[config.mk]
export PLATFORM = sky130hd
export DESIGN_NAME = rgb_led_fade_envelope_top
export DESIGN_NICKNAME = d
export VERILOG_FILES = /design/src/rgbfe_pkg.sv /design/src/rgb_led_fade_envelope_top.sv /design/src/rgbfe_div_step.sv
export SDC_FILE = /design/constraint.sdc
export NUM_CORES = 1
export LEC_CHECK = 0
export BUFFER_PORTS_ARGS = -buffer_cell sky130_fd_sc_hd__buf_2
export CORE_MARGIN = 2
export CORE_UTILIZATION = 45
export CTS_CLUSTER_SIZE = 30
export DETAILED_ROUTE_END_ITERATION = 7
export GPL_TIMING_DRIVEN = 0
export PLACE_DENSITY = 0.67
export SETUP_SLACK_MARGIN = 0.02
export SLEW_MARGIN = 20
export SYNTH_ARGS = -nofsm -noshare
export SYNTH_HDL_FRONTEND = slang
export SYNTH_SLANG_ARGS = --single-unit
export TNS_END_PERCENT = 5
[constraint.sdc]
create_clock -name clk_i -period 9.4 [get_ports clk_i]
set_input_delay 1.88 -clock clk_i [delete_from_list [all_inputs] [get_ports clk_i]]
set_output_delay 1.88 -clock clk_i [all_outputs]
set_load 0.005 [all_outputs]
[src/rgbfe_pkg.sv]
// Shared types and constants of the RGB fade envelope block.
package rgbfe_pkg;

  localparam int unsigned CountWidthDef = 16;
  localparam int unsigned CfgIndexWidth = 8;
  localparam int unsigned CfgDataWidth  = 16;
  localparam int unsigned ColorWidth    = 8;

  localparam logic [CfgIndexWidth-1:0] RegFadeIn   = 8'd0;
  localparam logic [CfgIndexWidth-1:0] RegHold     = 8'd1;
  localparam logic [CfgIndexWidth-1:0] RegFadeOut  = 8'd2;
  localparam logic [CfgIndexWidth-1:0] RegDark     = 8'd3;
  localparam logic [CfgIndexWidth-1:0] RegRed      = 8'd4;
  localparam logic [CfgIndexWidth-1:0] RegGreen    = 8'd5;
  localparam logic [CfgIndexWidth-1:0] RegBlue     = 8'd6;
  localparam logic [CfgIndexWidth-1:0] RegEnable   = 8'd7;

  typedef enum logic [1:0] {
    ChRed   = 2'd0,
    ChGreen = 2'd1,
    ChBlue  = 2'd2
  } channel_e;

  typedef enum logic [1:0] {
    StIdle = 2'd0,
    StSum  = 2'd1,
    StSel  = 2'd2,
    StDiv  = 2'd3
  } state_e;

endpackage

[src/rgb_led_fade_envelope_top.sv]
// Top level of the RGB fade envelope: configuration, phase sequencer and result register.
//
//   channel | direction | handshake                  | payload
//   cfg     | in        | cfg_valid_i / cfg_ready_o  | cfg_index_i, cfg_data_i
//   tick    | in        | tick_valid_i / tick_ready_o| tick_pulse_i
//   result  | out       | res_valid_o / res_ready_i  | led_*_o, drive_valid_o, cycle_done_o
//
// An enabled tick passes from its beat through the phase sums and selection, then
// through the shared divide step for each color channel in turn, bit by bit.
// A disabled tick gives its result in the next cycle; a tick beat with the pulse
// low gives no result. Reset clears the configuration, state, result valid and step
// counter at once. A stalled result holds the block from taking the next tick beat.
module rgb_led_fade_envelope_top
  import rgbfe_pkg::*;
#(
  parameter int unsigned COUNT_WIDTH = CountWidthDef
) (
  input  logic                     clk_i,
  input  logic                     rst_ni,
  input  logic                     cfg_valid_i,
  output logic                     cfg_ready_o,
  input  logic [CfgIndexWidth-1:0] cfg_index_i,
  input  logic [CfgDataWidth-1:0]  cfg_data_i,
  input  logic                     tick_valid_i,
  output logic                     tick_ready_o,
  input  logic                     tick_pulse_i,
  output logic                     res_valid_o,
  input  logic                     res_ready_i,
  output logic [ColorWidth-1:0]    led_red_o,
  output logic [ColorWidth-1:0]    led_green_o,
  output logic [ColorWidth-1:0]    led_blue_o,
  output logic                     drive_valid_o,
  output logic                     cycle_done_o
);

  localparam int unsigned CtrWidth = COUNT_WIDTH + 2;

  logic [COUNT_WIDTH-1:0] fade_in_q, hold_q, fade_out_q, dark_q;
  logic [ColorWidth-1:0]  red_q, green_q, blue_q;
  logic                   enable_q;

  state_e                 state_q, state_d;
  logic [CtrWidth-1:0]    ctr_q, ctr_d;
  logic [CtrWidth-1:0]    b1_q, b1_d;
  logic [CtrWidth-1:0]    pair_q, pair_d;
  logic [COUNT_WIDTH-1:0] mult_q, mult_d;
  logic [COUNT_WIDTH-1:0] div_q, div_d;
  logic [COUNT_WIDTH-1:0] rem_q, rem_d;
  logic [ColorWidth-1:0]  quot_q, quot_d;
  channel_e               ch_q, ch_d;
  logic [2:0]             bit_q, bit_d;
  logic                   done_q, done_d;

  logic                   res_valid_q, res_valid_d;
  logic [ColorWidth-1:0]  led_red_q, led_red_d;
  logic [ColorWidth-1:0]  led_green_q, led_green_d;
  logic [ColorWidth-1:0]  led_blue_q, led_blue_d;
  logic                   drive_valid_q, drive_valid_d;
  logic                   cycle_done_q, cycle_done_d;

  logic                   tick_beat;
  logic [CtrWidth-1:0]    b2, total;
  logic [ColorWidth-1:0]  color;
  logic [COUNT_WIDTH-1:0] step_rem;
  logic [1:0]             step_qinc;
  logic [ColorWidth-1:0]  quot_next;

  assign cfg_ready_o   = 1'b1;
  assign tick_ready_o  = (state_q == StIdle) && (!res_valid_q || res_ready_i);
  assign tick_beat     = tick_valid_i && tick_ready_o;

  assign res_valid_o   = res_valid_q;
  assign led_red_o     = led_red_q;
  assign led_green_o   = led_green_q;
  assign led_blue_o    = led_blue_q;
  assign drive_valid_o = drive_valid_q;
  assign cycle_done_o  = cycle_done_q;

  always_ff @(posedge clk_i or negedge rst_ni) begin
    if (!rst_ni) begin
      fade_in_q  <= '0;
      hold_q     <= '0;
      fade_out_q <= '0;
      dark_q     <= '0;
      red_q      <= '0;
      green_q    <= '0;
      blue_q     <= '0;
      enable_q   <= 1'b0;
    end else if (cfg_valid_i) begin
      case (cfg_index_i)
        RegFadeIn:  fade_in_q  <= COUNT_WIDTH'(cfg_data_i);
        RegHold:    hold_q     <= COUNT_WIDTH'(cfg_data_i);
        RegFadeOut: fade_out_q <= COUNT_WIDTH'(cfg_data_i);
        RegDark:    dark_q     <= COUNT_WIDTH'(cfg_data_i);
        RegRed:     red_q      <= cfg_data_i[ColorWidth-1:0];
        RegGreen:   green_q    <= cfg_data_i[ColorWidth-1:0];
        RegBlue:    blue_q     <= cfg_data_i[ColorWidth-1:0];
        RegEnable:  enable_q   <= cfg_data_i[0];
        default: ;
      endcase
    end
  end

  always_comb begin
    case (ch_q)
      ChRed:   color = red_q;
      ChGreen: color = green_q;
      ChBlue:  color = blue_q;
      default: color = '0;
    endcase
  end

  rgbfe_div_step #(
    .COUNT_WIDTH(COUNT_WIDTH)
  ) u_div_step (
    .rem_i      (rem_q),
    .mult_i     (mult_q),
    .divisor_i  (div_q),
    .color_bit_i(color[bit_q]),
    .rem_o      (step_rem),
    .quot_inc_o (step_qinc)
  );

  // The quotient can grow by two in one step, so the increment is added to the shifted quotient.
  assign quot_next = {quot_q[ColorWidth-2:0], 1'b0} + ColorWidth'(step_qinc);
  assign b2        = b1_q + CtrWidth'(fade_out_q);
  assign total     = b1_q + pair_q;

  always_ff @(posedge clk_i or negedge rst_ni) begin
    if (!rst_ni) begin
      state_q     <= StIdle;
      ctr_q       <= '0;
      res_valid_q <= 1'b0;
    end else begin
      state_q     <= state_d;
      ctr_q       <= ctr_d;
      res_valid_q <= res_valid_d;
    end
  end

  always_ff @(posedge clk_i) begin
    b1_q          <= b1_d;
    pair_q        <= pair_d;
    mult_q        <= mult_d;
    div_q         <= div_d;
    rem_q         <= rem_d;
    quot_q        <= quot_d;
    ch_q          <= ch_d;
    bit_q         <= bit_d;
    done_q        <= done_d;
    led_red_q     <= led_red_d;
    led_green_q   <= led_green_d;
    led_blue_q    <= led_blue_d;
    drive_valid_q <= drive_valid_d;
    cycle_done_q  <= cycle_done_d;
  end

  always_comb begin
    state_d       = state_q;
    ctr_d         = ctr_q;
    b1_d          = b1_q;
    pair_d        = pair_q;
    mult_d        = mult_q;
    div_d         = div_q;
    rem_d         = rem_q;
    quot_d        = quot_q;
    ch_d          = ch_q;
    bit_d         = bit_q;
    done_d        = done_q;
    res_valid_d   = res_valid_q && !res_ready_i;
    led_red_d     = led_red_q;
    led_green_d   = led_green_q;
    led_blue_d    = led_blue_q;
    drive_valid_d = drive_valid_q;
    cycle_done_d  = cycle_done_q;

    case (state_q)
      StIdle: begin
        if (tick_beat && tick_pulse_i) begin
          if (enable_q) begin
            state_d = StSum;
          end else begin
            res_valid_d   = 1'b1;
            led_red_d     = '0;
            led_green_d   = '0;
            led_blue_d    = '0;
            drive_valid_d = 1'b0;
            cycle_done_d  = 1'b0;
          end
        end
      end
      StSum: begin
        b1_d    = CtrWidth'(fade_in_q) + CtrWidth'(hold_q);
        pair_d  = CtrWidth'(fade_out_q) + CtrWidth'(dark_q);
        state_d = StSel;
      end
      StSel: begin
        // Full color runs the divider with equal factor and divisor; black with factor zero.
        if (ctr_q < CtrWidth'(fade_in_q)) begin
          mult_d = ctr_q[COUNT_WIDTH-1:0];
          div_d  = fade_in_q;
        end else if (ctr_q < b1_q) begin
          mult_d = COUNT_WIDTH'(1);
          div_d  = COUNT_WIDTH'(1);
        end else if (ctr_q < b2) begin
          mult_d = COUNT_WIDTH'(b2 - ctr_q);
          div_d  = fade_out_q;
        end else begin
          mult_d = '0;
          div_d  = COUNT_WIDTH'(1);
        end
        if (ctr_q >= total) begin
          ctr_d  = '0;
          done_d = 1'b1;
        end else begin
          ctr_d  = ctr_q + CtrWidth'(1);
          done_d = 1'b0;
        end
        rem_d   = '0;
        quot_d  = '0;
        ch_d    = ChRed;
        bit_d   = 3'd7;
        state_d = StDiv;
      end
      StDiv: begin
        rem_d  = step_rem;
        quot_d = quot_next;
        bit_d  = bit_q - 3'd1;
        if (bit_q == 3'd0) begin
          rem_d = '0;
          case (ch_q)
            ChRed: begin
              led_red_d = quot_next;
              ch_d      = ChGreen;
            end
            ChGreen: begin
              led_green_d = quot_next;
              ch_d        = ChBlue;
            end
            default: begin
              led_blue_d    = quot_next;
              drive_valid_d = 1'b1;
              cycle_done_d  = done_q;
              res_valid_d   = 1'b1;
              state_d       = StIdle;
            end
          endcase
        end
      end
      default: state_d = StIdle;
    endcase
  end

endmodule

[src/rgbfe_div_step.sv]
// One step of the bit-serial scale-and-divide unit: r = 2r + bit*m, reduced modulo d.
module rgbfe_div_step
  import rgbfe_pkg::*;
#(
  parameter int unsigned COUNT_WIDTH = CountWidthDef
) (
  input  logic [COUNT_WIDTH-1:0] rem_i,
  input  logic [COUNT_WIDTH-1:0] mult_i,
  input  logic [COUNT_WIDTH-1:0] divisor_i,
  input  logic                   color_bit_i,
  output logic [COUNT_WIDTH-1:0] rem_o,
  output logic [1:0]             quot_inc_o
);

  logic [COUNT_WIDTH+1:0] sum;
  logic [COUNT_WIDTH+1:0] one_div;
  logic [COUNT_WIDTH+1:0] two_div;
  logic [COUNT_WIDTH+1:0] diff_one;
  logic [COUNT_WIDTH+1:0] diff_two;

  // The remainder stays below the divisor and the factor never exceeds it, so the
  // sum stays below three divisors and at most two subtractions bring it back.
  always_comb begin
    sum      = {1'b0, rem_i, 1'b0}
             + (color_bit_i ? {2'b00, mult_i} : {(COUNT_WIDTH+2){1'b0}});
    one_div  = {2'b00, divisor_i};
    two_div  = {1'b0, divisor_i, 1'b0};
    diff_one = sum - one_div;
    diff_two = sum - two_div;
    if (sum >= two_div) begin
      quot_inc_o = 2'd2;
      rem_o      = diff_two[COUNT_WIDTH-1:0];
    end else if (sum >= one_div) begin
      quot_inc_o = 2'd1;
      rem_o      = diff_one[COUNT_WIDTH-1:0];
    end else begin
      quot_inc_o = 2'd0;
      rem_o      = sum[COUNT_WIDTH-1:0];
    end
  end

endmodule

==> impl_metrics.toml <==
[critical_path]
critical_path_class = "reg -> reg"
timing.rr.start = "ch_q[1]"
reg2reg_depth = 28
crit_path_end_kind = "register"
arrival_ps = 8190
path_max_fanout = 10
cp_common_cell = "ha_1"
regToRegEndpoint = "led_red_o[5]"
critPathRequiredTime_ps = 9650
cp-start-kind = "register"
regToRegSetupSlack_ps = 1470
critPathMaxStageDelay_ps = 600
crit_start = "ch_q[1]"
cp_slowest_cell = "o41ai_1"

[placement]
dp_hpwl_um = 31200
preCtsSetupSlack_ps = 1500
port_buffers = 55
gp_congestion = 0.890
dpl_cell_area_um2 = 17400

[logic_synthesis]
synth_cell_types = 72
yosys.area_share.simple_pct = 12.2
synth_xor_area_share_pct = 6.35
synthCells = 1604
synth_edf_count = 121
synth-compound-area-share_pct = 15.2
synth_fp_nets = 1845
synth_largest_area_cell = "edfxtp_1"
synth_mux_area_share_pct = 7.11
synth_top_cells_by_area = "edfxtp_1 22%, dfrtp_1 17%, ha_1 15%"
avgSynthCellArea_um2 = 10.2
mappedNetlistArea_um2 = 16400
seq_area_frac_synth_pct = 38.9
synth_adder_area_share_pct = 16.5
synth-main-ff-cell = "edfxtp_1"
async_flop_share_pct = 47.6
yosys_warnings = 0
synth_top_area_share_pct = 22.1
ys_seq_elements = 231
synth_top_family_by_area = "adder cells"

[sta]
layout_setup_ws_ps = 1470
fin_crit_ps = 7930
setup_viol = 0
setup_tns_ps = 0
fin_worst_skew_ps = 26.4
rsz0062_at_grt = "false"
finalMaxSlewViolations = 0
finalCritPeriodShare_pct = 84.4
max_slew.worst_pin.slew_ps = 1090
max_slew_margin_pct = 26.8
fmax_mhz = 126
holdWs_ps = 507
final_hold_viol_count = 0

[clocking]
clockRootBuffer = "clkbuf_16"
cts-resized-gates = 0
post_cts_buffers = 0
clockBufferDepth = 3
cts.sinks = 231
cts_made_buffers = 26
clk_pin_slew_ps = 60
cts_max_level = 1
cts_tree = "done"
clock_latency_ps = 560
postCtsHoldBufs = 0

[floorplanning]
die_area_um2 = 38000
io_pins = 59
coreArea_um2 = 35700
rows = 69
die_h_um = 195
die_w_um = 195
initial_core_util_pct = 45.9

[detailed_routing]
drt-wirelength-per-cell_um = 18.1
drtPass1Iterations = 5
post_drt_via_cell_ratio = 5.65
vias = 12300
finalWirelength_um = 39400
first_iter_violations = 763
remaining_drc_errors = 0
ant_nets = 0

[pwr]
pwr-share-comb_pct = 51.7
netSwitchingFraction_pct = 40.1
internal_power_mw = 3.29
clockPowerShare_pct = 19.5
p_per_area_nw_per_um2 = 301
p_leak_nw = 8.41
p_switching_mw = 2.21
power_frac_seq_pct = 28.9
ir_worst_vdd_uv = 148

[run]
maxCapViolations = 0

[layout]
final_nets = 1932
area_growth_pct = 11.3
drive_above_1_share_pct = 11.9
diodes = 0
final_area_um2 = 18300

[min_path]
min_to = "red_q[7]"
min_delay_path_depth = 1
min_path_type = "reg -> reg"
hold_start = "red_q[7]"

[global_routing]
grt_use_total_pct = 20.8
antenna_found_initial = 0
grt_pass1_wl_um = 63100
grt_max_degree = 63
grt_pass1_vias = 12200
grt_overflow = 0

[status]
status = "complete, no violations"
[routing by layer]
layer	track usage [%]	share of wire (%)	up-vias	routed length (um)
met5	0	0	-	0
met4	6.62	3.3	0	1300
met3	1.89	3.4	65	1320
met2	35.6	47	229	18600
met1	27.7	46	5945	18100
li1	-	-	6026	-
[power by group through the flow]
stage / Sequential [mW] / Clock (mW) / Combinational [mW]
floorplan: 1.57 / 0 / 2.12
global placement: 1.61 / 0 / 2.68
detailed placement: 1.61 / 0 / 2.80
CTS: 1.59 / 1.09 / 2.82
global route: 1.62 / 1.13 / 3.17
finish: 1.59 / 1.07 / 2.84
[cells in the final DEF, fill, tap and decap left out, types with 18 or more instances in the layout]
cell	count
ha_1	201
inv_1	122
edfxtp_1	121
dfrtp_1	110
nor2_1	105
a21oi_1	105
xnor2_1	87
o21ai_0	84
nand2_1	81
mux2_2	76
buf_2	57
a21o_1	45
nor2b_1	40
nor3_1	37
nand3_1	37
xor2_1	32
clkbuf_1	31
nand2b_1	28
a22o_1	28
clkbuf_16	26
mux2i_1	22
a211oi_1	18
[cells in the mapped netlist (4+ instances only)]
cell and count:
or2_2 9, nand2_1 81, nor3_1 37, ha_1 203, a211o_1 4, a31oi_1 5, a21oi_1 105, edfxtp_1 121
xnor2_1 87, xor2_1 32, mux4_2 4, nor2_1 105, clkbuf_1 23, mux2_2 76, dfrtp_1 110, nor4_1 5
fa_1 8, o211ai_1 9, or3_1 12, a211oi_1 18, a21o_1 45, and3_1 13, inv_1 122, o21bai_1 16
nand4_1 15, nor2b_1 40, o41ai_1 6, o31ai_1 5, nand2b_1 28, and2_1 9, a22o_1 28, mux2i_1 22
o21a_1 14, o21ai_0 84, a21boi_0 4, nand3_1 37
[logic make-up (layout without fill, tap and decap cells)]
group | Yosys count | count (layout)
xor+xnor | 119 | 119
buf+inv | 155 | 261
mux | 102 | 102
other cells | 1 | 1
simple gates | 405 | 405
flops | 231 | 231
fa+ha+maj | 211 | 211
compound gates | 380 | 380
[layout make-up]
class,count,area [um^2]
fillers,3252,17500
multi-input cells,1218,9440
flip-flops and latches,231,6390
clock buffers,36,708
well taps,461,577
inverters,123,462
repair buffers,59,357
clock inverters,11,191
plain buffers,32,139
[worst max-delay path, delay by kind of cell (launching register included)]
kind | cells | cell delay [ps]
AND/OR/NAND/NOR | 6 | 670
adder cells (fa/ha/maj) | 5 | 1470
AO/OA/AOI/OAI | 7 | 2420
XOR/XNOR | 2 | 440
buffers and inverters | 4 | 1080
flip-flops | 1 | 400
multiplexers | 4 | 1170
[worst max path at each step]
| stage | end | slack [ps] | cells after the start |
|---|---|---|---|
| 2_1_floorplan | led_blue_o[5] | 3150 | 28 |
| 3_3_place_gp | led_green_o[7] | 1610 | 29 |
| 3_5_place_dp | led_blue_o[5] | 1500 | 28 |
| 4_1_cts | led_red_o[5] | 1470 | 28 |
| 5_1_grt | led_red_o[7] | 880 | 29 |
| 6_report | led_red_o[5] | 1470 | 28 |
[sequential cells by signal, indices dropped and copies added (netlist names), 2 cells and up]
signal,cells
div_q,16
red_q,8
ctr_q,18
led_blue_o,8
state_q,2
dark_q,16
led_red_o,8
fade_out_q,16
hold_q,16
mult_q,16
fade_in_q,16
ch_q,2
green_q,8
rem_q,16
bit_q,3
blue_q,8
quot_q,7
b1_q,17
pair_q,17
led_green_o,8
[per-stage QoR]
| step | std cells | power, mW | util, % |
|---|---|---|---|
| floorplan | 1604 | 3.68 | - |
| CTS | 2171 | 5.50 | 51.1 |
| detailed placement | 2124 | 4.41 | 48.6 |
| global placement | 2120 | 4.29 | 48.3 |
| finish | 2171 | 5.50 | 51.1 |
| global route | 2171 | 5.92 | 51.1 |
Note: power is estimated with default switching activity, not from simulation.
